==> config.mk <==
export PLATFORM = sky130hd
export DESIGN_NAME = umg_fifo
export DESIGN_NICKNAME = d
export VERILOG_FILES = /design/src/rtl/core/unsharp_mask_gauss5x5_defines.svh /design/src/rtl/core/umg_pkg.sv /design/src/rtl/core/umg_fifo.sv
export SDC_FILE = /design/constraint.sdc
export NUM_CORES = 1
export LEC_CHECK = 0
export BUFFER_PORTS_ARGS = -buffer_cell sky130_fd_sc_hd__buf_4
export CORE_ASPECT_RATIO = 1.75
export CORE_MARGIN = 4
export CORE_UTILIZATION = 57
export CTS_BUF_LIST = sky130_fd_sc_hd__clkbuf_4 sky130_fd_sc_hd__clkbuf_8 sky130_fd_sc_hd__clkbuf_16
export CTS_CLUSTER_DIAMETER = 100
export DETAILED_ROUTE_END_ITERATION = 12
export GPL_TIMING_DRIVEN = 0
export PLACE_DENSITY = 0.79
export SYNTH_ARGS = -nofsm -noshare
export SYNTH_HDL_FRONTEND = slang
export SYNTH_SLANG_ARGS = --single-unit
==> constraint.sdc <==
create_clock -name clk -period 3.27 [get_ports clk]
set_input_delay 0 -clock clk [delete_from_list [all_inputs] [get_ports clk]]
set_output_delay 0 -clock clk [all_outputs]
set_load 0.05 [all_outputs]
==> src/rtl/core/unsharp_mask_gauss5x5_defines.svh <==
// ----------------------------------------------------------------------------
// Assertion macros for the unsharp mask block
// Shared helpers so that every checking module reports the same way.
// ----------------------------------------------------------------------------
`ifndef UNSHARP_MASK_GAUSS5X5_DEFINES_SVH
`define UNSHARP_MASK_GAUSS5X5_DEFINES_SVH

// same-cycle implication, sampled on clk, off while rst_n is low
`define UMG_ASSERT_IMP(lbl, ante, cons, msg) \
  lbl: assert property (@(posedge clk) disable iff (!rst_n) (ante) |-> (cons)) \
    else $error(msg);

// next-cycle implication
`define UMG_ASSERT_NXT(lbl, ante, cons, msg) \
  lbl: assert property (@(posedge clk) disable iff (!rst_n) (ante) |=> (cons)) \
    else $error(msg);

`endif

==> src/rtl/core/umg_pkg.sv <==
// ----------------------------------------------------------------------------
// umg_pkg
// Shared types, register codes and kernel weight functions.
// ----------------------------------------------------------------------------
package umg_pkg;

  localparam logic [1:0] REG_IMAGE_WIDTH  = 2'd0;
  localparam logic [1:0] REG_IMAGE_HEIGHT = 2'd1;
  localparam logic [1:0] REG_SHARPEN_GAIN = 2'd2;

  // input item operations
  localparam logic OP_PIXEL = 1'b0;
  localparam logic OP_FLUSH = 1'b1;

  // effective frame settings
  typedef struct packed {
    logic [13:0] w;
    logic [15:0] h;
    logic [3:0]  gain;
  } umg_cfg_t;

  // one unit of work for the back end
  typedef struct packed {
    logic        wr;
    logic        emit;
    logic        last;
    logic [15:0] pix;
    logic [3:0]  wslot;
    logic [12:0] wcol;
    logic [3:0]  oslot;
    logic [12:0] ocol;
    logic [15:0] orow;
  } umg_entry_t;

  typedef enum logic [2:0] {
    BK_IDLE,
    BK_ADDR,
    BK_ACC,
    BK_DIV,
    BK_FIN
  } bk_state_t;

  // Q15 Gaussian weight by squared distance
  function automatic logic [15:0] gauss_q15(input logic [4:0] d2);
    case (d2)
      5'd0:    gauss_q15 = 16'd32768;
      5'd1:    gauss_q15 = 16'd23155;
      5'd2:    gauss_q15 = 16'd16363;
      5'd4:    gauss_q15 = 16'd8171;
      5'd5:    gauss_q15 = 16'd5774;
      5'd8:    gauss_q15 = 16'd2037;
      5'd9:    gauss_q15 = 16'd1440;
      5'd10:   gauss_q15 = 16'd1017;
      5'd13:   gauss_q15 = 16'd359;
      5'd18:   gauss_q15 = 16'd63;
      default: gauss_q15 = 16'd0;
    endcase
  endfunction

  function automatic logic [4:0] sq3(input logic [2:0] m);
    case (m)
      3'd0:    sq3 = 5'd0;
      3'd1:    sq3 = 5'd1;
      3'd2:    sq3 = 5'd4;
      3'd3:    sq3 = 5'd9;
      default: sq3 = 5'd16;
    endcase
  endfunction

  // rescale to wb bits, rounding half up when shrinking
  function automatic logic [31:0] weight_of(input logic [4:0] d2, input int wb);
    logic [63:0] t;
    int up;
    int dn;
    t  = 64'(gauss_q15(d2));
    up = (wb > 16) ? wb - 16 : 0;
    dn = (wb < 16) ? 16 - wb : 0;
    t  = ((t << (up + 1)) + (64'd1 << dn)) >> (dn + 1);
    return t[31:0];
  endfunction

endpackage

==> src/rtl/core/umg_fifo.sv <==
// ----------------------------------------------------------------------------
// umg_fifo
// Short queue of work entries between front and back ends.
// ----------------------------------------------------------------------------
module umg_fifo (
  input  logic                clk,
  input  logic                rst_n,
  input  logic                push,
  input  umg_pkg::umg_entry_t din,
  output logic                full,
  input  logic                pop,
  output logic                not_empty,
  output umg_pkg::umg_entry_t dout
);
  import umg_pkg::*;

  localparam int DEPTH = 4;

  umg_entry_t  mem_r [DEPTH];
  logic [1:0]  wp_r, rp_r;
  logic [2:0]  cnt_r, cnt_nxt;

  assign full      = cnt_r == 3'(DEPTH);
  assign not_empty = cnt_r != '0;
  assign dout      = mem_r[rp_r];

  always_comb begin
    cnt_nxt = cnt_r;
    if (push && !pop) begin
      cnt_nxt = cnt_r + 1'b1;
    end else if (pop && !push) begin
      cnt_nxt = cnt_r - 1'b1;
    end
  end

  always_ff @(posedge clk) begin
    if (push) begin
      mem_r[wp_r] <= din;
    end
  end

  always_ff @(posedge clk) begin
    if (!rst_n) begin
      wp_r  <= '0;
      rp_r  <= '0;
      cnt_r <= '0;
    end else begin
      if (push) wp_r <= wp_r + 1'b1;
      if (pop) rp_r <= rp_r + 1'b1;
      cnt_r <= cnt_nxt;
    end
  end

endmodule

==> results by stage <==
Setup path:
- The worst stage delay on the critical path is 0.53 ns.
- The data required time at the worst endpoint is 3.27 ns.
- The worst endpoint data arrival time is 2.17 ns.
- Traced cell by cell, the critical path runs through buf_2 -> clkbuf_1 -> mux4_2 -> buf_4.
- The number of buffers and inverters on the critical path is 3.
- STA classifies the critical path startpoint as a register.
- The cell family contributing the most delay on the critical path is buffers and inverters.
- The slowest stage of the critical path belongs to the cell sky130_fd_sc_hd__clkbuf_1.
- The worst setup path is captured at an output port.
- By startpoint and endpoint, the worst setup path is classified as register to output port.
- Of all nets on the critical path, the largest fanout is 10.

Floorplanning:
- The floorplan step defined a core boundary enclosing 17970 um^2.
- The die is 110.2 um wide.
- The die covers 20580 um^2.
- The effective utilization at floorplan is 57.94%.
- The number of cell rows is 65.
- The die is 186.8 um tall.
- The I/O pin count is 144.

Logic synthesis:
- The synthesized net count is 483.
- The share of synthesized area occupied by flip-flops and latches is 81.32%.
- Yosys printed 0 warnings.
- After synthesis the netlist holds a flip-flop and latch count of 285.
- Synthesis produced a netlist whose cell count is 404.
- The netlist area before placement is 10410 um^2.
- The number of distinct library cells after synthesis is 21.
- The average instance in the mapped netlist occupies 25.78 um^2.

CTS:
- TritonCTS built the clock tree.
- The insertion delay of the later-clocked pin in the worst-skew pair is 0.50 ns.
- The clock-pin slew on the worst setup and hold paths is 0.07 ns.
- The number of buffers on the longest clock path is 3.
- The post-CTS setup buffer count is 0.
- The tree built by TritonCTS fans out to 285 sinks.
- CTS placed an instance of sky130_fd_sc_hd__clkbuf_16 at the clock tree root.
- In this run the number of H-tree levels came out at 1.
- The number of buffers inserted during clock tree synthesis is 23.

Layout:
- Relative to the synthesized area, the layout overhead comes to 29.41%.
- In the final design database the tool counted 728 nets.
- The share of layout cells above drive strength 1 is 40.90%.
- The final cell area excluding filler cells is 13480 um^2.
- The number of filler instances in the final layout is 947.
- The repair_antennas step left the layout with diodes totalling 0.

Pwr:
- Cell internal power was estimated by the tool at 6.614 mW.
- The switching share of power is 24.00%.
- In this run, the clock network consumes 35.0% of the power.
- VDD sags by at most 0.7085 mV.
- The share of power burned in combinational logic is 16.3%.
- The sequential share of power is 48.7%.
- Summed over all nets, the switching power comes to 2.088 mW.
- The standby leakage power is 4.655 nW.
- In this run the power density over the cells is 645.7 nW/um^2.

Placed design:
- Port buffering added 143 buffers.
- After detailed placement, the total cell area comes to 11890 um^2.
- The placer congestion estimate is 0.7095.
- The HPWL reported at the end of detailed placement is 11.88 mm.

Timing:
- The final count of hold timing violations is 0.
- At the pin with the least slew margin, the transition time is 0.6521 ns.
- The part of the cycle the worst path needs is 66.43%.
- The routed design could run at a clock period as short as 2.172 ns.
- The relative slew slack is 56.52%.
- Setup repair after global routing left no endpoint under its margin.
- The count of pins over their slew limit was 0.
- The final hold slack is 0.2420 ns.
- The setup TNS after final layout is 0 ns.
- The clock skew after layout is 0.01461 ns.
- The number of setup violations in the final report is 0.
- The fmax is 0.4603 GHz.

Routing:
- The detail route stage leaves a number of antenna-violating nets equal to 0.
- In this run, the number of DRC markers left after iteration 0 of detailed routing was 220.
- Using the TritonRoute via totals, the vias-per-cell ratio works out to 5.499.
- The first detailed-routing pass took 4 iterations.
- The total routed wirelength is 19.99 mm.
- The number of remaining DRC errors is 0.
- Detailed routing inserted a total of 4944 vias.
- After detailed routing, the average wire length per cell comes to 22.24 um.

Job:
- The max-capacitance violation count is 0.

Status:
- The flow ran to the end, and the final reports show no timing, DRC or antenna violations.

GRT:
- Entering global routing, the biggest net connects 58 pins.
- The overall global routing resource usage is 20.42%.
- The first global-routing pass estimated 31.33 mm of wire.
- Global routing finished with a remaining overflow of 0.
- The initial antenna violation count came to 0.
- The number of global-route vias before repair came to 5629.

Hold path:
- The class of the tightest hold or removal check is input port to register.
registers in the layout, indices dropped and copies added, names as in the netlist, named ones only:
signal	cells
rp_r	2
mem_r	276
cnt_r	3
wp_r	2
layout by cell type (no fill, tap or decap), types with 6 or more instances in the layout:
cell	instances
sky130_fd_sc_hd__edfxtp_1	276
sky130_fd_sc_hd__buf_4	149
sky130_fd_sc_hd__dlygate4sd3_1	73
sky130_fd_sc_hd__mux4_2	69
sky130_fd_sc_hd__clkbuf_16	23
sky130_fd_sc_hd__dfxtp_1	9
sky130_fd_sc_hd__clkbuf_4	7
sky130_fd_sc_hd__bufinv_16	6
power groups by stage:
stage	Clock, mW	Sequential (mW)	Combinational, mW
floorplan	0	4.31	0.909
global placement	0	4.32	1.30
detailed placement	0	4.32	1.35
CTS	3.11	4.24	1.43
global route	3.27	4.25	1.49
finish	3.05	4.24	1.42
layer usage:
layer | vias to the layer above | track usage, % | part of all wire, %
met5 | - | 0 | 0
met4 | 0 | 6.401 | 2.9
met3 | 42 | 2.665 | 4.1
met2 | 128 | 37.25 | 57
met1 | 2575 | 24.76 | 36
li1 | 2199 | - | -
per-stage QoR:
stage / total power, mW / cells / util, % / worst slack, ns
floorplan: 5.218 / 404 / - / 0.6776
global placement: 5.625 / 781 / 65.54 / -0.4548
detailed placement: 5.666 / 785 / 66.17 / 1.487
CTS: 8.777 / 899 / 74.98 / 1.010
global route: 9.001 / 899 / 74.98 / 0.9502
finish: 8.702 / 899 / 74.98 / 1.098
Yosys cell counts:
cell,instances,share of area (%)
sky130_fd_sc_hd__buf_4,6,0.43
sky130_fd_sc_hd__ha_1,5,0.60
sky130_fd_sc_hd__a21boi_0,1,0.072
sky130_fd_sc_hd__o21ai_0,1,0.048
sky130_fd_sc_hd__buf_2,2,0.096
sky130_fd_sc_hd__buf_6,1,0.11
sky130_fd_sc_hd__fa_1,1,0.19
sky130_fd_sc_hd__mux2i_1,2,0.19
sky130_fd_sc_hd__buf_12,2,0.38
sky130_fd_sc_hd__clkbuf_1,5,0.18
sky130_fd_sc_hd__xor2_1,3,0.25
sky130_fd_sc_hd__inv_1,4,0.14
sky130_fd_sc_hd__nand2_1,1,0.036
sky130_fd_sc_hd__and2_1,9,0.54
sky130_fd_sc_hd__dfxtp_1,9,1.7
sky130_fd_sc_hd__nor3b_1,1,0.072
sky130_fd_sc_hd__nor2b_1,2,0.12
sky130_fd_sc_hd__xnor2_1,2,0.17
sky130_fd_sc_hd__mux4_2,69,15
sky130_fd_sc_hd__edfxtp_1,276,80
sky130_fd_sc_hd__or3_1,2,0.12
final cells by class:
class                   count  area [um^2]  area share (%)
clock buffers              32        655.6           4.865
multi-input cells          99         1815           13.47
plain buffers              16        125.1          0.9284
well taps                 234        292.8           2.172
repair buffers            220         1907           14.15
clock inverters             9        197.7           1.467
inverters                   4        15.01          0.1114
flip-flops and latches    285         8468           62.84
logic make-up (layout without fill, tap and decap cells):
family                   after synthesis  after routing  synth area share, %
buffers and inverters                 20            281                1.346
AND/OR/NAND/NOR                       15             15               0.8890
AO/OA/AOI/OAI                          2              2               0.1201
XOR/XNOR                               5              5               0.4206
adder cells (fa/ha/maj)                6              6               0.7930
multiplexers                          71             71                15.11
flip-flops                           285            285                81.32
path summary, 6_finish.rpt:
kind             from          end  slack (ns)  cells after the start
min reg2reg  cnt_r[2]     cnt_r[2]        0.57                      2
min            din[4]  mem_r[0][4]        0.24                      2
max          register     dout[37]        1.10                      4
max reg2reg   wp_r[0]  mem_r[2][7]        1.48                      4
what timing repair did:
| item | in CTS | in global routing |
|---|---|---|
| resized for setup | 0 | 0 |
| hold buffers | 73 | 0 |
| endpoints found under the hold margin | 285 | 0 |
Power figures use the tool's default switching activity.
