### src/rtl/core/unsharp_mask_gauss5x5_defines.svh
// ----------------------------------------------------------------------------
// Assertion macros for the unsharp mask block
// Shared helpers so that every checking module reports the same way.
// ----------------------------------------------------------------------------
`ifndef UNSHARP_MASK_GAUSS5X5_DEFINES_SVH
`define UNSHARP_MASK_GAUSS5X5_DEFINES_SVH

// same-cycle implication, sampled on clk, off while rst_n is low
`define UMG_ASSERT_IMP(lbl, ante, cons, msg) \
  lbl: assert property (@(posedge clk) disable iff (!rst_n) (ante) |-> (cons)) \
    else $error(msg);

// next-cycle implication
`define UMG_ASSERT_NXT(lbl, ante, cons, msg) \
  lbl: assert property (@(posedge clk) disable iff (!rst_n) (ante) |=> (cons)) \
    else $error(msg);

`endif

### src/rtl/core/umg_pkg.sv
// ----------------------------------------------------------------------------
// umg_pkg
// Shared types, register codes and kernel weight functions.
// ----------------------------------------------------------------------------
package umg_pkg;

  localparam logic [1:0] REG_IMAGE_WIDTH  = 2'd0;
  localparam logic [1:0] REG_IMAGE_HEIGHT = 2'd1;
  localparam logic [1:0] REG_SHARPEN_GAIN = 2'd2;

  // input item operations
  localparam logic OP_PIXEL = 1'b0;
  localparam logic OP_FLUSH = 1'b1;

  // effective frame settings
  typedef struct packed {
    logic [13:0] w;
    logic [15:0] h;
    logic [3:0]  gain;
  } umg_cfg_t;

  // one unit of work for the back end
  typedef struct packed {
    logic        wr;
    logic        emit;
    logic        last;
    logic [15:0] pix;
    logic [3:0]  wslot;
    logic [12:0] wcol;
    logic [3:0]  oslot;
    logic [12:0] ocol;
    logic [15:0] orow;
  } umg_entry_t;

  typedef enum logic [2:0] {
    BK_IDLE,
    BK_ADDR,
    BK_ACC,
    BK_DIV,
    BK_FIN
  } bk_state_t;

  // Q15 Gaussian weight by squared distance
  function automatic logic [15:0] gauss_q15(input logic [4:0] d2);
    case (d2)
      5'd0:    gauss_q15 = 16'd32768;
      5'd1:    gauss_q15 = 16'd23155;
      5'd2:    gauss_q15 = 16'd16363;
      5'd4:    gauss_q15 = 16'd8171;
      5'd5:    gauss_q15 = 16'd5774;
      5'd8:    gauss_q15 = 16'd2037;
      5'd9:    gauss_q15 = 16'd1440;
      5'd10:   gauss_q15 = 16'd1017;
      5'd13:   gauss_q15 = 16'd359;
      5'd18:   gauss_q15 = 16'd63;
      default: gauss_q15 = 16'd0;
    endcase
  endfunction

  function automatic logic [4:0] sq3(input logic [2:0] m);
    case (m)
      3'd0:    sq3 = 5'd0;
      3'd1:    sq3 = 5'd1;
      3'd2:    sq3 = 5'd4;
      3'd3:    sq3 = 5'd9;
      default: sq3 = 5'd16;
    endcase
  endfunction

  // rescale to wb bits, rounding half up when shrinking
  function automatic logic [31:0] weight_of(input logic [4:0] d2, input int wb);
    logic [63:0] t;
    int up;
    int dn;
    t  = 64'(gauss_q15(d2));
    up = (wb > 16) ? wb - 16 : 0;
    dn = (wb < 16) ? 16 - wb : 0;
    t  = ((t << (up + 1)) + (64'd1 << dn)) >> (dn + 1);
    return t[31:0];
  endfunction

endpackage

### src/rtl/core/umg_if.sv
// ----------------------------------------------------------------------------
// umg channel interfaces
// Valid/ready channels for input items and result items.
// ----------------------------------------------------------------------------
interface umg_in_if;
  logic        valid;
  logic        ready;
  logic        operation;
  logic [15:0] pixel_in;
  modport source (output valid, output operation, output pixel_in, input ready);
  modport sink (input valid, input operation, input pixel_in, output ready);
endinterface


### src/rtl/core/umg_front.sv
// ----------------------------------------------------------------------------
// umg_front
// Accepts items, tracks frame positions and queues store/emit work.
// ----------------------------------------------------------------------------
module umg_front #(
  parameter int MAX_WIDTH     = 4096,
  parameter int KERNEL_RADIUS = 2
) (
  input  logic               clk,
  input  logic               rst_n,
  umg_in_if.sink             in_s,
  input  umg_pkg::umg_cfg_t  cfg,
  input  logic               q_full,
  output logic               q_push,
  output umg_pkg::umg_entry_t q_entry
);
  import umg_pkg::*;

  localparam int LS_ROWS = 3 * KERNEL_RADIUS + 1;
  localparam int CW      = $clog2(MAX_WIDTH);
  localparam int SLW     = $clog2(LS_ROWS);
  localparam int PW      = $clog2(KERNEL_RADIUS * MAX_WIDTH + KERNEL_RADIUS + 2);

  logic [CW-1:0]  in_col_r, in_col_nxt, out_col_r, out_col_nxt;
  logic [15:0]    in_row_r, in_row_nxt, out_row_r, out_row_nxt;
  logic [SLW-1:0] in_slot_r, in_slot_nxt, out_slot_r, out_slot_nxt;
  logic [PW-1:0]  pend_r, pend_nxt, pend_inc, delay;
  logic           acc, is_pix, emit, in_wrap, out_wrap;
  logic [CW:0]    in_col_inc, out_col_inc;
  logic [16:0]    in_row_inc, out_row_inc;

  assign in_s.ready = !q_full;
  assign acc        = in_s.valid && !q_full;
  assign is_pix     = (in_s.operation == OP_PIXEL);
  assign delay      = PW'(cfg.w) * PW'(KERNEL_RADIUS) + PW'(KERNEL_RADIUS);
  assign pend_inc   = pend_r + 1'b1;

  assign in_col_inc  = (CW + 1)'(in_col_r) + 1'b1;
  assign out_col_inc = (CW + 1)'(out_col_r) + 1'b1;
  assign in_row_inc  = {1'b0, in_row_r} + 1'b1;
  assign out_row_inc = {1'b0, out_row_r} + 1'b1;
  assign in_wrap     = 14'(in_col_inc) >= cfg.w;
  assign out_wrap    = 14'(out_col_inc) >= cfg.w;

  always_comb begin
    if (is_pix) begin
      emit = pend_inc > delay;
    end else begin
      emit = (pend_r != '0) && (in_col_r == '0) && (in_row_r == '0);
    end
  end

  always_comb begin
    in_col_nxt   = in_col_r;
    in_row_nxt   = in_row_r;
    in_slot_nxt  = in_slot_r;
    out_col_nxt  = out_col_r;
    out_row_nxt  = out_row_r;
    out_slot_nxt = out_slot_r;
    pend_nxt     = pend_r;
    if (acc && is_pix) begin
      pend_nxt = emit ? pend_r : pend_inc;
      if (in_wrap) begin
        in_col_nxt  = '0;
        in_slot_nxt = (in_slot_r == SLW'(LS_ROWS - 1)) ? '0 : in_slot_r + 1'b1;
        in_row_nxt  = (in_row_inc >= {1'b0, cfg.h}) ? '0 : in_row_inc[15:0];
      end else begin
        in_col_nxt = in_col_inc[CW-1:0];
      end
    end else if (acc && emit) begin
      pend_nxt = pend_r - 1'b1;
    end
    if (acc && emit) begin
      if (out_wrap) begin
        out_col_nxt  = '0;
        out_slot_nxt = (out_slot_r == SLW'(LS_ROWS - 1)) ? '0 : out_slot_r + 1'b1;
        out_row_nxt  = (out_row_inc >= {1'b0, cfg.h}) ? '0 : out_row_inc[15:0];
      end else begin
        out_col_nxt = out_col_inc[CW-1:0];
      end
    end
  end

  always_comb begin
    q_push        = acc && (is_pix || emit);
    q_entry.wr    = is_pix;
    q_entry.emit  = emit;
    q_entry.last  = (14'(out_col_inc) == cfg.w) && (out_row_inc == {1'b0, cfg.h});
    q_entry.pix   = in_s.pixel_in;
    q_entry.wslot = 4'(in_slot_r);
    q_entry.wcol  = 13'(in_col_r);
    q_entry.oslot = 4'(out_slot_r);
    q_entry.ocol  = 13'(out_col_r);
    q_entry.orow  = out_row_r;
  end

  always_ff @(posedge clk) begin
    if (!rst_n) begin
      in_col_r   <= '0;
      in_row_r   <= '0;
      in_slot_r  <= '0;
      out_col_r  <= '0;
      out_row_r  <= '0;
      out_slot_r <= '0;
      pend_r     <= '0;
    end else begin
      in_col_r   <= in_col_nxt;
      in_row_r   <= in_row_nxt;
      in_slot_r  <= in_slot_nxt;
      out_col_r  <= out_col_nxt;
      out_row_r  <= out_row_nxt;
      out_slot_r <= out_slot_nxt;
      pend_r     <= pend_nxt;
    end
  end

endmodule

### src/flat_wrapper.sv
// flat-port wrapper written by rule: the top's interface ports become plain ports
module umg_front_flat import umg_pkg::*;
#(
  parameter int MAX_WIDTH     = 4096,
  parameter int KERNEL_RADIUS = 2
)
  (clk, rst_n, cfg, q_full, q_push, q_entry, in_s_valid, in_s_operation, in_s_pixel_in, in_s_ready);
  umg_in_if in_s_i ();
  input  logic clk;
  input  logic rst_n;
  input  umg_pkg::umg_cfg_t cfg;
  input  logic q_full;
  output logic q_push;
  output umg_pkg::umg_entry_t q_entry;
  input wire logic [$bits(in_s_i.valid)-1:0] in_s_valid;
  input wire logic [$bits(in_s_i.operation)-1:0] in_s_operation;
  input wire logic [$bits(in_s_i.pixel_in)-1:0] in_s_pixel_in;
  output wire logic [$bits(in_s_i.ready)-1:0] in_s_ready;
  assign in_s_i.valid = in_s_valid;
  assign in_s_i.operation = in_s_operation;
  assign in_s_i.pixel_in = in_s_pixel_in;
  assign in_s_ready = in_s_i.ready;
  umg_front #(.MAX_WIDTH(MAX_WIDTH), .KERNEL_RADIUS(KERNEL_RADIUS)) u_core (.clk(clk), .rst_n(rst_n), .in_s(in_s_i), .cfg(cfg), .q_full(q_full), .q_push(q_push), .q_entry(q_entry));
endmodule
### config.mk
export PLATFORM = sky130hd
export DESIGN_NAME = umg_front_flat
export DESIGN_NICKNAME = d
export VERILOG_FILES = /design/src/rtl/core/unsharp_mask_gauss5x5_defines.svh /design/src/rtl/core/umg_pkg.sv /design/src/rtl/core/umg_if.sv /design/src/rtl/core/umg_front.sv /design/src/flat_wrapper.sv
export SDC_FILE = /design/constraint.sdc
export NUM_CORES = 1
export LEC_CHECK = 0
export BUFFER_PORTS_ARGS = -buffer_cell sky130_fd_sc_hd__buf_2
export CAP_MARGIN = 25
export CORE_ASPECT_RATIO = 0.6
export CORE_MARGIN = 1.5
export CORE_UTILIZATION = 62
export CTS_CLUSTER_DIAMETER = 200
export DETAILED_ROUTE_END_ITERATION = 10
export GPL_TIMING_DRIVEN = 0
export PLACE_DENSITY = 0.88
export SLEW_MARGIN = 20
export SYNTH_ARGS = -nofsm -noshare
export SYNTH_HDL_FRONTEND = slang
export SYNTH_SLANG_ARGS = --single-unit
### constraint.sdc
create_clock -name clk -period 8 [get_ports clk]
set_input_delay 1.2 -clock clk [delete_from_list [all_inputs] [get_ports clk]]
set_output_delay 1.2 -clock clk [all_outputs]
set_load 0.005 [all_outputs]
==> impl.org, run 1 <==
** Min path
- Hold wc startpoint :: u_core.in_row_r[3]$_SDFFE_PN0P_
- Hold path cells :: 2
- In this run the worst hold path is classified as flop to flop.
- The worst hold path terminates at u_core.in_row_r[3]$_SDFFE_PN0P_.

** STA
- Worst-case clock skew :: roughly 0.0066 ns
- At the pin with the least slew margin, the transition time is ~0.67 ns.
- Hold is met by roughly 0.51 ns.
- Crit share post-route :: 75.1%
- In this run the tightest slew margin relative to its limit is 55.4%.
- Setup repair after global routing left no endpoint under its margin.
- Setup violations remaining at the end of the flow were counted as 0.
- The final max-slew violation count came to 0.
- After routing, the total negative slack on setup checks comes to 0 ns.
- Subtracting the final worst setup slack from the clock period gives 6.01 ns.
- Timing would allow up to 166 MHz.
- Number of hold violations in the final report :: 0

** Yosys
- The synthesized design spends more area on one cell type than any other, namely dfxtp_1.
- After synthesis, the largest area contributor takes up 22.3% of total cell area.
- Multiplexer area fraction after synthesis :: 1.18%
- Fraction of the mapped netlist area in simple logic gates :: 25.7%
- In the synthesized netlist, the number of instances is a little under 900.
- Library cells used by synthesis :: 69
- In this run, synthesis inferred 0 flip-flops with an integrated enable.
- After Yosys synthesis, XOR and XNOR cells account for 10.3% of the synthesized area.
- Cell types occupying the most area after synthesis :: dfxtp_1 (22%), ha_1 (15%), xor2_1 (5.4%)
- Dominant combinational cell family by area after synthesis :: simple AND/OR/NAND/NOR gates
- Top_reg_cell synth :: dfxtp_1
- Synth Area in Compound Gates :: 17.5%
- The synthesized netlist devotes 15.1% of its cell area to adder and majority cells.
- For this run, asynchronously set or reset flops after synthesis account for 0%.
- Sequential elements use 22.3% of the synthesized area.
- Syn Std Cell Area :: around 6800 µm²
- Number of register bits inferred by synthesis :: between 70 and 80
- Averaged over all synthesized cells, the footprint is 7.87 µm².
- Number of warning messages in the yosys log :: 0

** CTS
- Buffers inserted to repair hold after CTS numbered 0.
- The later pin in the worst-skew pair is clocked with a latency of between 0.3 and 0.4 ns.
- In this run, post-CTS repair resized a total of 0 instances.
- TritonCTS clock tree :: done
- Max H-tree Level :: 3
- In this run the post-CTS setup repair buffer count came out at 0.
- The root buffer cell chosen for the clock tree is clkbuf_16.
- Clock transition at path regs :: 0.06 ns
- Clock sink count :: 76
- TritonCTS created 9 clock buffers.
- The clock passes through at most 2 buffers.

** Pwr
- VDD sags by at most around 180 µV.
- Design Power :: 1150 µW
- In this run the static leakage power is 0.00388 µW.
- Power per cell area :: 146 nW/µm²

** Floorplan
- Y dimension of the die :: 84.2 µm
- The total area inside the core boundary comes to about 11000 µm².
- Die boundary width :: 138 µm
- Die Area :: 11600 µm²
- In this run the core area contains 29 standard-cell rows.
- Starting density of the core :: 64.1%
- For this design the top-level I/O count stands at 126.

** Finish
- Core Util, Final :: 73.6%
- The top cell types in the final layout, fill and taps aside, are buf_2 (109), nand2_1 (84), ha_1 (82), dfxtp_1 (76), nor2_1 (64).
- The area growth from synthesis to layout is 14.9%.
- Counting the fill cells in the layout gives 852.
- The post-route netlist has 17.1% of its cells at a drive strength greater than 1.
- Leading cell type in the layout, fill and taps excluded :: buf_2
- Count of nets after finishing :: 1117
- Antenna diodes :: 0

** Outcome
- Result of the run :: finished clean

** Detailed routing
- Length of the first detailed-routing pass in iterations :: 5
- Number of design-rule violations left by the first detailed-router iteration :: 739
- The detail route stage leaves a number of antenna-violating nets equal to 0.
- Total detailed-routing wirelength :: around 19000 µm
- Dividing the detail-routed wire length by the instance count gives 16.7 µm.
- Routed via count divided by cell count :: just over 6
- Across all layers, the routed design uses approximately 6800 vias.
- For this run, design rule violations remaining after detail routing come to 0.

** Run
- The tool flagged a number of max-cap violations equal to 0.

** Critical path
- Critical-path maximum fanout :: 10
- Critical path data arrival time :: a little under 5 ns
- On the worst path, the slowest cell contributes a delay of between 0.5 and 0.6 ns.
- Depth of the worst register-to-register path :: 14
- STA classifies the critical path startpoint as a primary input.
- The worst setup path is captured at an output pin.
- The startpoint identified for the worst register-to-register timing path is u_core.in_col_r[2]$_SDFFE_PN0P_.
- The slowest stage of the critical path belongs to the cell a22oi_2.
- Worst setup slack for register-to-register paths :: roughly 3.4 ns
- List of cells traversed by the critical path :: buf_2 > ha_1 > nand3_1 > nor3_1 > nand3_1 > xnor2_1 > ha_1 > nand4_1 > nor2_1 > o41ai_1 > a22oi_2 > clkbuf_1 > nor2_1 > a21oi_1 > buf_4 > buf_2
- Data required time at the worst endpoint :: 6.80 ns
- The critical path in this run is classified as primary input to output pin.
- In this run the critical register-to-register path is captured at u_core.in_row_r[7]$_SDFFE_PN0P_.

** Placed design
- Input and output buffers added on the ports amount to 100.
- Final weighted congestion in routability-driven placement :: 1.01
- Once detailed placement completed, the half-perimeter wirelength came to between 10000 and 15000 µm.

** GRT
- In this run the most used layer during global routing was met1.
- In the global route stage, met2 resource usage came out at 45.0%.
- Via count of the first global-routing pass :: 5986
- Initial antenna violation count :: 0
- Met1 routing resource usage after global routing :: 48.2%
- Maximum number of pins on one net before global-route repair :: 14
- Leftover overflow at the end of global routing :: 0
- The first global-routing pass estimated 30200 µm of wire.
- GR Util All Layers :: 32.1%
- Global routing consumed, on the met3 layer, between 8 and 9% of the routing resources.
[report_power, final]
group	internal, µW	total (µW)	switching (µW)
registers	391	405	13.9
clock network	283	459	176
logic	114	283	168
[layout make-up]
type / instances / area [µm²] / area share, %
sequential: 76 / 1520 / 19.4
multi-input combinational: 683 / 4760 / 60.9
clock inverter: 5 / 83.8 / 1.07
timing repair buffer: 100 / 500 / 6.39
tap: 139 / 174 / 2.22
inverter: 53 / 199 / 2.54
buffer: 57 / 342 / 4.36
clock buffer: 11 / 243 / 3.10
[per-stage QoR]
stage / instance area, µm² / setup WS [ns] / instances
3_5_place_dp: 7500 / 2.22 / 1108
4_1_cts: 7830 / 2.19 / 1124
6_report: 7830 / 1.99 / 1124
2_1_floorplan: 6830 / 3.15 / 869
5_1_grt: 7830 / 1.76 / 1124
3_3_place_gp: 7500 / 2.25 / 1108
[logic make-up after synthesis]
family	Yosys count
AND/OR/NAND/NOR	334
AO/OA/AOI/OAI	175
buffers and inverters	110
adder cells (fa/ha/maj)	82
XOR/XNOR	80
flip-flops	76
multiplexers	8
other	1
[worst max path at each step]
stage	from	endpoint	slack (ns)
detailed placement	cfg[20]	q_entry[67]	2.22
global placement	cfg[20]	q_entry[67]	2.25
global route	cfg[20]	q_entry[67]	1.76
floorplan	cfg[20]	q_entry[67]	3.15
CTS	cfg[20]	q_entry[67]	2.19
finish	cfg[20]	q_entry[67]	1.99
[sequential cells by signal (all words and copies together) (netlist names)]
name               flops
u_core.out_slot_r      3
u_core.in_slot_r       3
u_core.in_col_r       12
u_core.in_row_r       16
u_core.pend_r         14
u_core.out_row_r      16
u_core.out_col_r      12
[synth_stat cells (8+ instances only)]
library cell	count
nand2_1	84
ha_1	82
dfxtp_1	76
nor2_1	64
inv_1	53
a21oi_1	46
xor2_1	42
nand3_1	39
xnor2_1	38
o21ai_0	32
and3_1	28
buf_4	25
nand2b_1	20
nor3_1	19
clkbuf_1	18
o211ai_1	17
nand4_1	13
a211oi_1	11
nor4_1	10
a21o_1	9
buf_2	9
o21a_1	9
a211o_1	8
and4_1	8
mux2i_1	8
nand3b_1	8
[per-layer routing]
metal  vias up  wire [µm]
met5         -          0
met4         0        244
met3        25       2150
met2       350       7500
met1      3158       8910
li1       3290          -
[critical path: cells and delay by family]
family	cells	cell delay [ns]
AOI/OAI and AO/OA	3	0.76
xor gates and xnor gates	1	0.39
adders and majority gates	2	0.44
buffers and inverters	4	0.85
and+or+nand+nor	6	1.17
No activity file was read; power rests on OpenSTA's default activity.
==> run 2, diff against run 1 <==
--- a/config.mk
+++ b/config.mk
@@ -5,15 +5,16 @@
 export SDC_FILE = /design/constraint.sdc
 export NUM_CORES = 1
 export LEC_CHECK = 0
+export ABC_AREA = 1
 export BUFFER_PORTS_ARGS = -buffer_cell sky130_fd_sc_hd__buf_2
 export CAP_MARGIN = 25
 export CORE_ASPECT_RATIO = 0.6
 export CORE_MARGIN = 1.5
-export CORE_UTILIZATION = 62
+export CORE_UTILIZATION = 52
 export CTS_CLUSTER_DIAMETER = 200
 export DETAILED_ROUTE_END_ITERATION = 10
 export GPL_TIMING_DRIVEN = 0
-export PLACE_DENSITY = 0.88
+export PLACE_DENSITY = 0.78
 export SLEW_MARGIN = 20
 export SYNTH_ARGS = -nofsm -noshare
 export SYNTH_HDL_FRONTEND = slang
==> constraint.sdc (replaced) <==
create_clock -name clk -period 5.4 [get_ports clk]
set_input_delay 0.81 -clock clk [delete_from_list [all_inputs] [get_ports clk]]
set_output_delay 0.81 -clock clk [all_outputs]
set_load 0.005 [all_outputs]
==> run 2 against run 1 <==
Effect of this change: sequential power grew 47%; register-to-register slack worse by 1.8 ns; routed wire length increased by 6.5%; final cell count is 23% higher; via count increased by 8.5%; setup slack got worse by 1.3 ns; count of clock-buffer cells in the layout down 1; combinational power increased by 22%; flip-flop and latch count stayed put; critical endpoint unchanged; largest cell class unchanged.
==> impl.org, run 2 <==
** Outcome
- Result of the run :: finished clean

** Placed design
- Input and output buffers added on the ports amount to 100.
- Final weighted congestion in routability-driven placement :: 0.920
- HPWL Detailed :: 16100 µm
- Worst slack after detailed placement :: about 0.8 ns

** Run
- Across the run, the number of max-cap violations was 0.

** STA
- In the post-route analysis, the smallest setup slack over all paths is 0.647 ns.
- Final setup violation count :: 0
- The final critical path takes up 88.0% of the cycle.
- Timing would allow up to 210 MHz.
- Final setup TNS :: 0 ns
- RSZ-0062 raised after global routing :: false
- For the pin with the worst max-slew slack, the measured transition is 0.661 ns.
- The number of hold-slack violations in the final timing report is 0.
- The worst path needs 4.75 ns of the cycle, external delays included.
- Relative slew slack :: a little under three fifths
- The final max-slew violation count is 0.
- Worst-case clock skew :: 0.0121 ns

** Critical path
- Data arrives at the worst endpoint at a little under 4 ns.
- Category of the worst setup path capture point :: output pin
- For flop-to-flop paths, the worst setup slack is between 1.5 and 2 ns.
- STA classifies the critical path startpoint as a primary input.
- In this run the critical register-to-register path is launched from u_core.pend_r[0]$_SDFFE_PN0P_.
- R2R Path End :: u_core.out_col_r[8]$_SDFFE_PN0P_
- At the worst endpoint, the required time is about 4.6 ns.
- Critical-path maximum fanout :: 3
- Depth of the worst register-to-register path :: 19
- The worst setup path is of the primary input to output pin kind.

** Yosys
- Number of flops mapped to enable cells by yosys :: 0
- The synthesized design devotes to its leading area cell type 21.0% of total area.
- Number of register bits inferred by synthesis :: 76
- By instance count, the leading cell after synthesis is nand2_1.
- Post-synth ARST share :: 0%
- Mapped Cells :: roughly 1100
- Syn avg cell area :: about 6.6 µm²
- Syn Std Cell Area :: between 7000 and 8000 µm²
- Commonest cells post-synth :: nand2_1 (214), inv_1 (164), nor2_1 (100)
- Library cells used by synthesis :: 46
- Top_reg_cell synth :: dfxtp_1
- The largest total area in the synthesized netlist belongs to dfxtp_1.
- After synthesis, the cell types taking the most area are dfxtp_1 (21%), ha_1 (14%), nand2_1 (11%).
- Yosys printed 0 warnings.
- After synthesis, flip-flops and latches occupy 21.0% of the total area.

** GRT
- For this run the aggregate overflow at the end of global routing stands at 0.
- GR Util All Layers :: a little over a quarter
- Via count of the first global-routing pass :: 6241
- The first global-routing pass estimated between 30000 and 40000 µm of wire.
- Entering global routing, the biggest net connects 14 pins.
- The initial antenna violation count is 1.

** Pwr
- Summed over all cells, the static leakage comes to 0.00439 µW.
- For this design the ratio of total power to cell area is 194 nW/µm².
- VDD sags by at most 123 µV.
- Design Power :: 1610 µW

** CTS
- Hold buffers post-CTS :: 0
- Max clock buf depth :: 2
- Once the clock tree was built, the setup fixing pass inserted 0 buffers.
- After clock tree synthesis, the clock-pin slew on the worst setup and hold paths is around 0.060 ns.
- Post-CTS sizing :: 0
- The number of clock buffers added by TritonCTS is 9.
- For the worst-skew pair, the clock arrives at the later sink with an insertion delay of about 0.34 ns.
- The cell sitting at the root of the clock tree is a clkbuf_16.
- TritonCTS clock tree :: done
- The H-tree was split into 3 levels.
- CTS saw 76 sinks.

** Min path
- For hold timing, the worst endpoint is u_core.in_slot_r[2]$_SDFFE_PN0P_.
- Hold wc startpoint :: u_core.in_slot_r[0]$_SDFFE_PN0P_
- Hold path cells :: 2
- Class of the most critical hold timing path :: flop to flop

** Finish
- The layout has 1307 filler cells.
- Leading cell type in the layout, fill and taps excluded :: nand2_1
- The largest registers in the layout are u_core.in_row_r x16, u_core.out_row_r x16, u_core.pend_r x14.
- Fraction of final layout cells sized beyond drive strength 1 :: 16.8%
- Area used by multi-input combinational logic :: 4730 µm²
- Count of nets after finishing :: 1344
- Synth-to-layout area growth :: 14.6%
- Combined flip-flop and latch cell area :: around 1500 µm²
- 0 antenna diodes ended up in the layout.
- Highest-count cells in the layout ignoring fill and taps :: nand2_1 (214), inv_1 (164), buf_2 (106), nor2_1 (100), ha_1 (82)

** Detailed routing
- Number of nets with antenna violations after routing :: 0
- Average detailed-routed wire length per instance :: 14.4 µm
- Post-detailed-route DRC marker count :: 0
- The first detailed-routing pass took 6 iterations.
- The final route contains 7404 vias.
- Number of design-rule violations left by the first detailed-router iteration :: 610
- Routed via count divided by cell count :: 5.34
- Total detailed-routing wirelength :: 20000 µm

** Floorplan
- Die Area :: 14700 µm²
- The die is about 160 µm wide.
- Row generation in the floorplan step produced 33 rows.
- Once the floorplan was initialized, standard cells occupied 53.2% of the core.
- Y dimension of the die :: 94.5 µm
- In this run the standard cell core region covers between 10000 and 15000 µm².
- Top-Level Pins :: around 130
[run 2: changes by cell type after synthesis, sizes merged, moves of 22 or more]
cell,previous run,this run
nand2,85,220
and3,28,0
nor2,64,111
inv,53,173
o21ai,33,64
xnor2,38,9
nand3,39,83
xor2,42,64
[run 2: area by class of cell]
type | count | share of cell area [%]
tap | 175 | 2.64
clock buffer | 10 | 2.88
inverter | 174 | 7.92
sequential | 76 | 18.3
clock inverter | 6 | 1.05
multi-input combinational | 796 | 57.0
timing repair buffer | 100 | 6.03
buffer | 50 | 4.16
[run 2: critical path, cell delays in order]
cell and delay (ns):
buf_2 0.12, inv_1 0.10, nor3_1 0.34, nand3_1 0.18, nor2_1 0.12, nand2_1 0.09
nor3_1 0.27, nand3_1 0.15, xor2_1 0.18, ha_1 0.28, nand2_1 0.06, nor2_1 0.15
inv_1 0.06, nor2_1 0.18, nand4_1 0.22, nand2_1 0.15, nand2_1 0.10, a21boi_0 0.14
buf_4 0.13, buf_2 0.11
[run 2: cell families (layout without fill, tap and decap cells)]
group | count (synthesis) | after routing | share of synthesized area [%]
XOR/XNOR | 73 | 73 | 8.82
AND/OR/NAND/NOR | 488 | 488 | 30.5
other | 1 | 4 | 0.0517
flip-flops | 76 | 76 | 21.0
buffers and inverters | 224 | 340 | 13.8
adder cells (fa/ha/maj) | 82 | 82 | 14.2
AO/OA/AOI/OAI | 149 | 149 | 11.6
[run 2: how the worst max path moves through the flow]
stage | startpoint | end | slack [ns] | cells after the start
3_3_place_gp | cfg[22] | q_entry[67] | 0.82 | 21
5_1_grt | cfg[22] | q_entry[67] | 0.41 | 21
6_report | cfg[22] | q_entry[67] | 0.65 | 20
3_5_place_dp | cfg[22] | q_entry[67] | 0.79 | 20
2_1_floorplan | cfg[21] | q_entry[67] | 1.50 | 19
4_1_cts | cfg[22] | q_entry[67] | 0.78 | 20
[run 2: metal layers]
metal / track usage, % / wire length, µm
met4: 3.81 / 98
met3: 5.55 / 2110
met5: 0 / 0
met2: 37.3 / 7660
met1: 43.6 / 10200
[run 2: metrics by stage]
step | instances | hold slack [ns] | area [µm²] | util [%]
after global routing | 1387 | 0.513 | 8310 | 61.0
final | 1387 | 0.485 | 8310 | 61.0
after detailed placement | 1371 | 0.473 | 7980 | 58.6
after global placement | 1371 | 0.476 | 7980 | 58.6
after floorplan | 1096 | 0.469 | 7260 | -
after CTS | 1387 | 0.484 | 8310 | 61.0
[run 2: power breakdown]
group / total (µW) / internal (µW) / switching [µW] / leakage [µW]
Combinational: 344 / 132 / 212 / 0.00361
Sequential: 595 / 577 / 17.2 / 0.000616
Clock: 672 / 418 / 254 / 0.000162
==> run 3, diff against run 2 <==
--- a/config.mk
+++ b/config.mk
@@ -10,11 +10,10 @@
 export CAP_MARGIN = 25
 export CORE_ASPECT_RATIO = 0.6
 export CORE_MARGIN = 1.5
-export CORE_UTILIZATION = 52
+export CORE_UTILIZATION = 25
 export CTS_CLUSTER_DIAMETER = 200
 export DETAILED_ROUTE_END_ITERATION = 10
 export GPL_TIMING_DRIVEN = 0
-export PLACE_DENSITY = 0.78
 export SLEW_MARGIN = 20
 export SYNTH_ARGS = -nofsm -noshare
 export SYNTH_HDL_FRONTEND = slang
==> run 3 against run 2 <==
Effect of this change: sequential power is essentially flat; highest routed layer unchanged; utilization shrank 31 points; die area grew 100%; non-clock buffer count is the same; first-iteration DRC count grew 25%; combinational power grew 3%; count of clock-buffer cells in the layout is the same; global-route usage shrank 12 points; critical path type unchanged; sequential share of layout area shrank 0.52 points; final cell count grew 14%; largest cell class unchanged.
==> impl.org, run 3 (synthesis gave the netlist of run 2 again) <==
** CTS
- TritonCTS clock tree :: done
- Clock sink count :: 76
- Post-CTS Setup Inserts :: 0
- For this design, the CTS-stage hold fixing added 0 buffers.
- Counting along the longest clock path gives a buffer depth of 2.
- Clock-pin slew was measured on the worst setup and hold paths at 0.06 ns.
- CTS Buf Count :: 9
- CTS placed an instance of clkbuf_16 at the clock tree root.
- The H-tree was split into 3 levels.
- Gates resized during post-CTS repair numbered 0.
- Clock latency on the worst-skew pair, taken at its later pin, is approximately 0.36 ns.

** Outcome
- The flow ran to the end, and the final reports show no timing, DRC or antenna violations.

** Pwr
- Sw power :: roughly 510 µW
- Internal Dissipation :: 1110 µW
- The design draws 1620 µW.
- Clk pwr share :: 41.5%
- Combinational group share of total power :: 21.9%
- Across the VDD grid, the largest voltage drop is 109 µV.
- Of the total power, registers draw 36.6%.
- Net switching is 31.3% of the power.
- Dividing total power by cell area gives a power density of 190 nW/µm².
- Reported leakage power :: 0.00438 µW

** STA
- The final max-slew violation count came to 0.
- The clock arrives with 0.00903 ns of skew.
- In the final timing run, aggregate negative setup slack is 0 ns.
- RSZ-0062 raised after global routing :: false
- At the pin with the least slew margin, the transition time is 0.652 ns.
- Subtracting the final worst setup slack from the clock period gives approximately 4.6 ns.
- Setup ws final :: 0.755 ns
- Final setup violation count :: 0
- Max Clk Rate :: 215 MHz
- The final critical path takes up between 80% and 90% of the cycle.
- Number of hold violations in the final report :: 0
- Measured against its own limit, the worst slew margin works out to 56.5%.

** GRT
- Global routing used 15.7% of the available tracks.
- The number of global-route vias before repair came to roughly 6500.
- Entering global routing, the biggest net connects 14 pins.
- First-pass GRT wire length :: roughly 36000 µm
- Summed over all layers, the global routing overflow is 0.
- Initial antenna violation count :: 0

** Placed design
- Worst slack after detailed placement :: around 0.75 ns
- Final weighted congestion in routability-driven placement :: 0.987
- Once detailed placement completed, the half-perimeter wirelength came to 19400 µm.
- IO buf count :: 100
- Summing all placed instances gives a cell area of slightly above 8000 µm².

** Floorplan
- Top-Level Pins :: 126
- The die covers 30100 µm².
- Placeable Area :: 28600 µm²
- Row Count :: 48
- Once the floorplan was initialized, standard cells occupied 25.3% of the core.
- Measured along the y axis, the die boundary spans 135 µm.
- The floorplan step set the die width to 223 µm.

** Finish
- Final instance area :: about 8500 µm²
- Fraction of final layout cells sized beyond drive strength 1 :: roughly 17%
- In the final layout, flip-flops and latches occupy 1520 µm².
- The library cell used most frequently in the layout, excluding fill and tap cells, is nand2_1.
- Count of nets after finishing :: 1344
- Highest-count cells in the layout ignoring fill and taps :: nand2_1 (214), inv_1 (164), buf_2 (106), nor2_1 (100), ha_1 (82)
- Filler cell count in the final layout :: between 3000 and 4000
- In the final layout, the registers with the most flip-flops are u_core.in_row_r x16, u_core.out_row_r x16, u_core.pend_r x14.
- The repair_antennas step left the layout with diodes totalling 0.
- Area used by multi-input combinational logic :: 4730 µm²
- From synthesis to final layout, the design area changed by 17.9%.

** Critical path
- The critical path is of the primary input to output pin type.
- STA classifies the critical path endpoint as an output pin.
- The largest single stage delay on the critical path is roughly 0.28 ns.
- Critical-path maximum fanout :: 4
- Launching element type of the critical path :: primary input
- Launch instance of the worst register-to-register path :: u_core.pend_r[0]$_SDFFE_PN0P_
- For the worst setup path, the data required time is 4.59 ns.
- The setup check on the worst reg-to-reg path leaves a slack of 1.62 ns.
- The signal on the critical path passes through buf_2 > inv_1 > nor3_1 > nand3_1 > nor2_1 > nand2_1 > nor3_1 > nand3_1 > xor2_1 > ha_1 > nand2_1 > nor2_1 > inv_1 > nor2_1 > nand2_1 > nand2_1 > nand2_1 > nand2_1 > a21boi_0 > buf_4 > buf_2.
- In this run the worst setup path begins at cfg[20].
- Critical-path top delay cell :: ha_1
- R2R Path End :: u_core.out_col_r[2]$_SDFFE_PN0P_
- Most used cell along the critical path :: nand2_1
- Depth of the worst register-to-register path :: 22
- STA puts the critical path data arrival time at 3.83 ns.

** Detailed routing
- After detailed routing, the number of remaining DRC violations is 0.
- Using the TritonRoute via totals, the vias-per-cell ratio works out to 4.65.
- Average detailed-routed wire length per instance :: between 10 and 15 µm
- Routed length on met1 :: 12400 µm
- Routed via count :: 7383
- Summed over all layers, the routed wires come to between 20000 and 25000 µm.
- Max Used Layer :: met4
- In this run, the number of DRC markers left after iteration 0 of detailed routing was 762.
- Routed wire length on met3 :: 2180 µm
- The detail route stage leaves a number of antenna-violating nets equal to 0.
- Wire segments on met2 add up to 8690 µm in the final route.
- The pre-antenna-repair detailed-routing pass consisted of 5 iterations.

** Min path
- Hold wc startpoint :: u_core.in_slot_r[0]$_SDFFE_PN0P_
- For hold timing, the worst endpoint is u_core.in_slot_r[2]$_SDFFE_PN0P_.
- Hold path cells :: 2
- Class of the most critical hold timing path :: flop to flop

** Run
- Max-cap violations in this run came to 0.
## run 3: cell count changes in the layout (fill, tap and decap cells not counted), sizes merged
cell,previous run,this run
clkinvlp,0,2
clkinv,5,3
## run 3: cell type report
type                       count  share of cell area, %
buffer                        50                   4.04
clock buffer                  10                   2.68
clock inverter                 6                   1.04
inverter                     174                   7.70
multi-input combinational    796                   55.4
sequential                    76                   17.8
tap                          375                   5.49
timing repair buffer         100                   5.86
## run 3: metrics by stage
| stage | hold WS (ns) | utilization [%] | instances |
|---|---|---|---|
| finish | 0.482 | 29.8 | 1587 |
| global route | 0.513 | 29.8 | 1587 |
| CTS | 0.488 | 29.8 | 1587 |
| detailed placement | 0.478 | 28.7 | 1571 |
| global placement | 0.483 | 28.7 | 1571 |
| floorplan | 0.469 | - | 1096 |
## run 3: how the worst max path moves through the flow
stage / endpoint / slack [ns] / cells past startpoint
floorplan: q_entry[67] / 1.50 / 19
global placement: q_entry[67] / 0.75 / 21
detailed placement: q_entry[67] / 0.75 / 21
CTS: q_entry[67] / 0.73 / 21
global route: q_entry[67] / 0.35 / 21
finish: q_entry[67] / 0.76 / 21
## run 3: worst max-delay path, delay by kind of cell
family,cells,cell delay (ns)
simple gates,13,1.81
buf+inv,5,0.56
fa+ha+maj,1,0.28
compound gates,1,0.20
xor+xnor,1,0.17
## run 3: layer usage
layer	track usage, %	vias up
li1	-	3771
met1	24.6	3327
met2	20.9	266
met3	4.18	19
met4	2.34	0
met5	0	-
## run 3: power groups by stage
stage | sequential (µW) | combinational, µW | clock [µW]
after global placement | 606 | 341 | 0
final | 595 | 356 | 673
after global routing | 597 | 402 | 714
after floorplan | 603 | 241 | 0
after detailed placement | 607 | 349 | 0
after CTS | 594 | 351 | 691
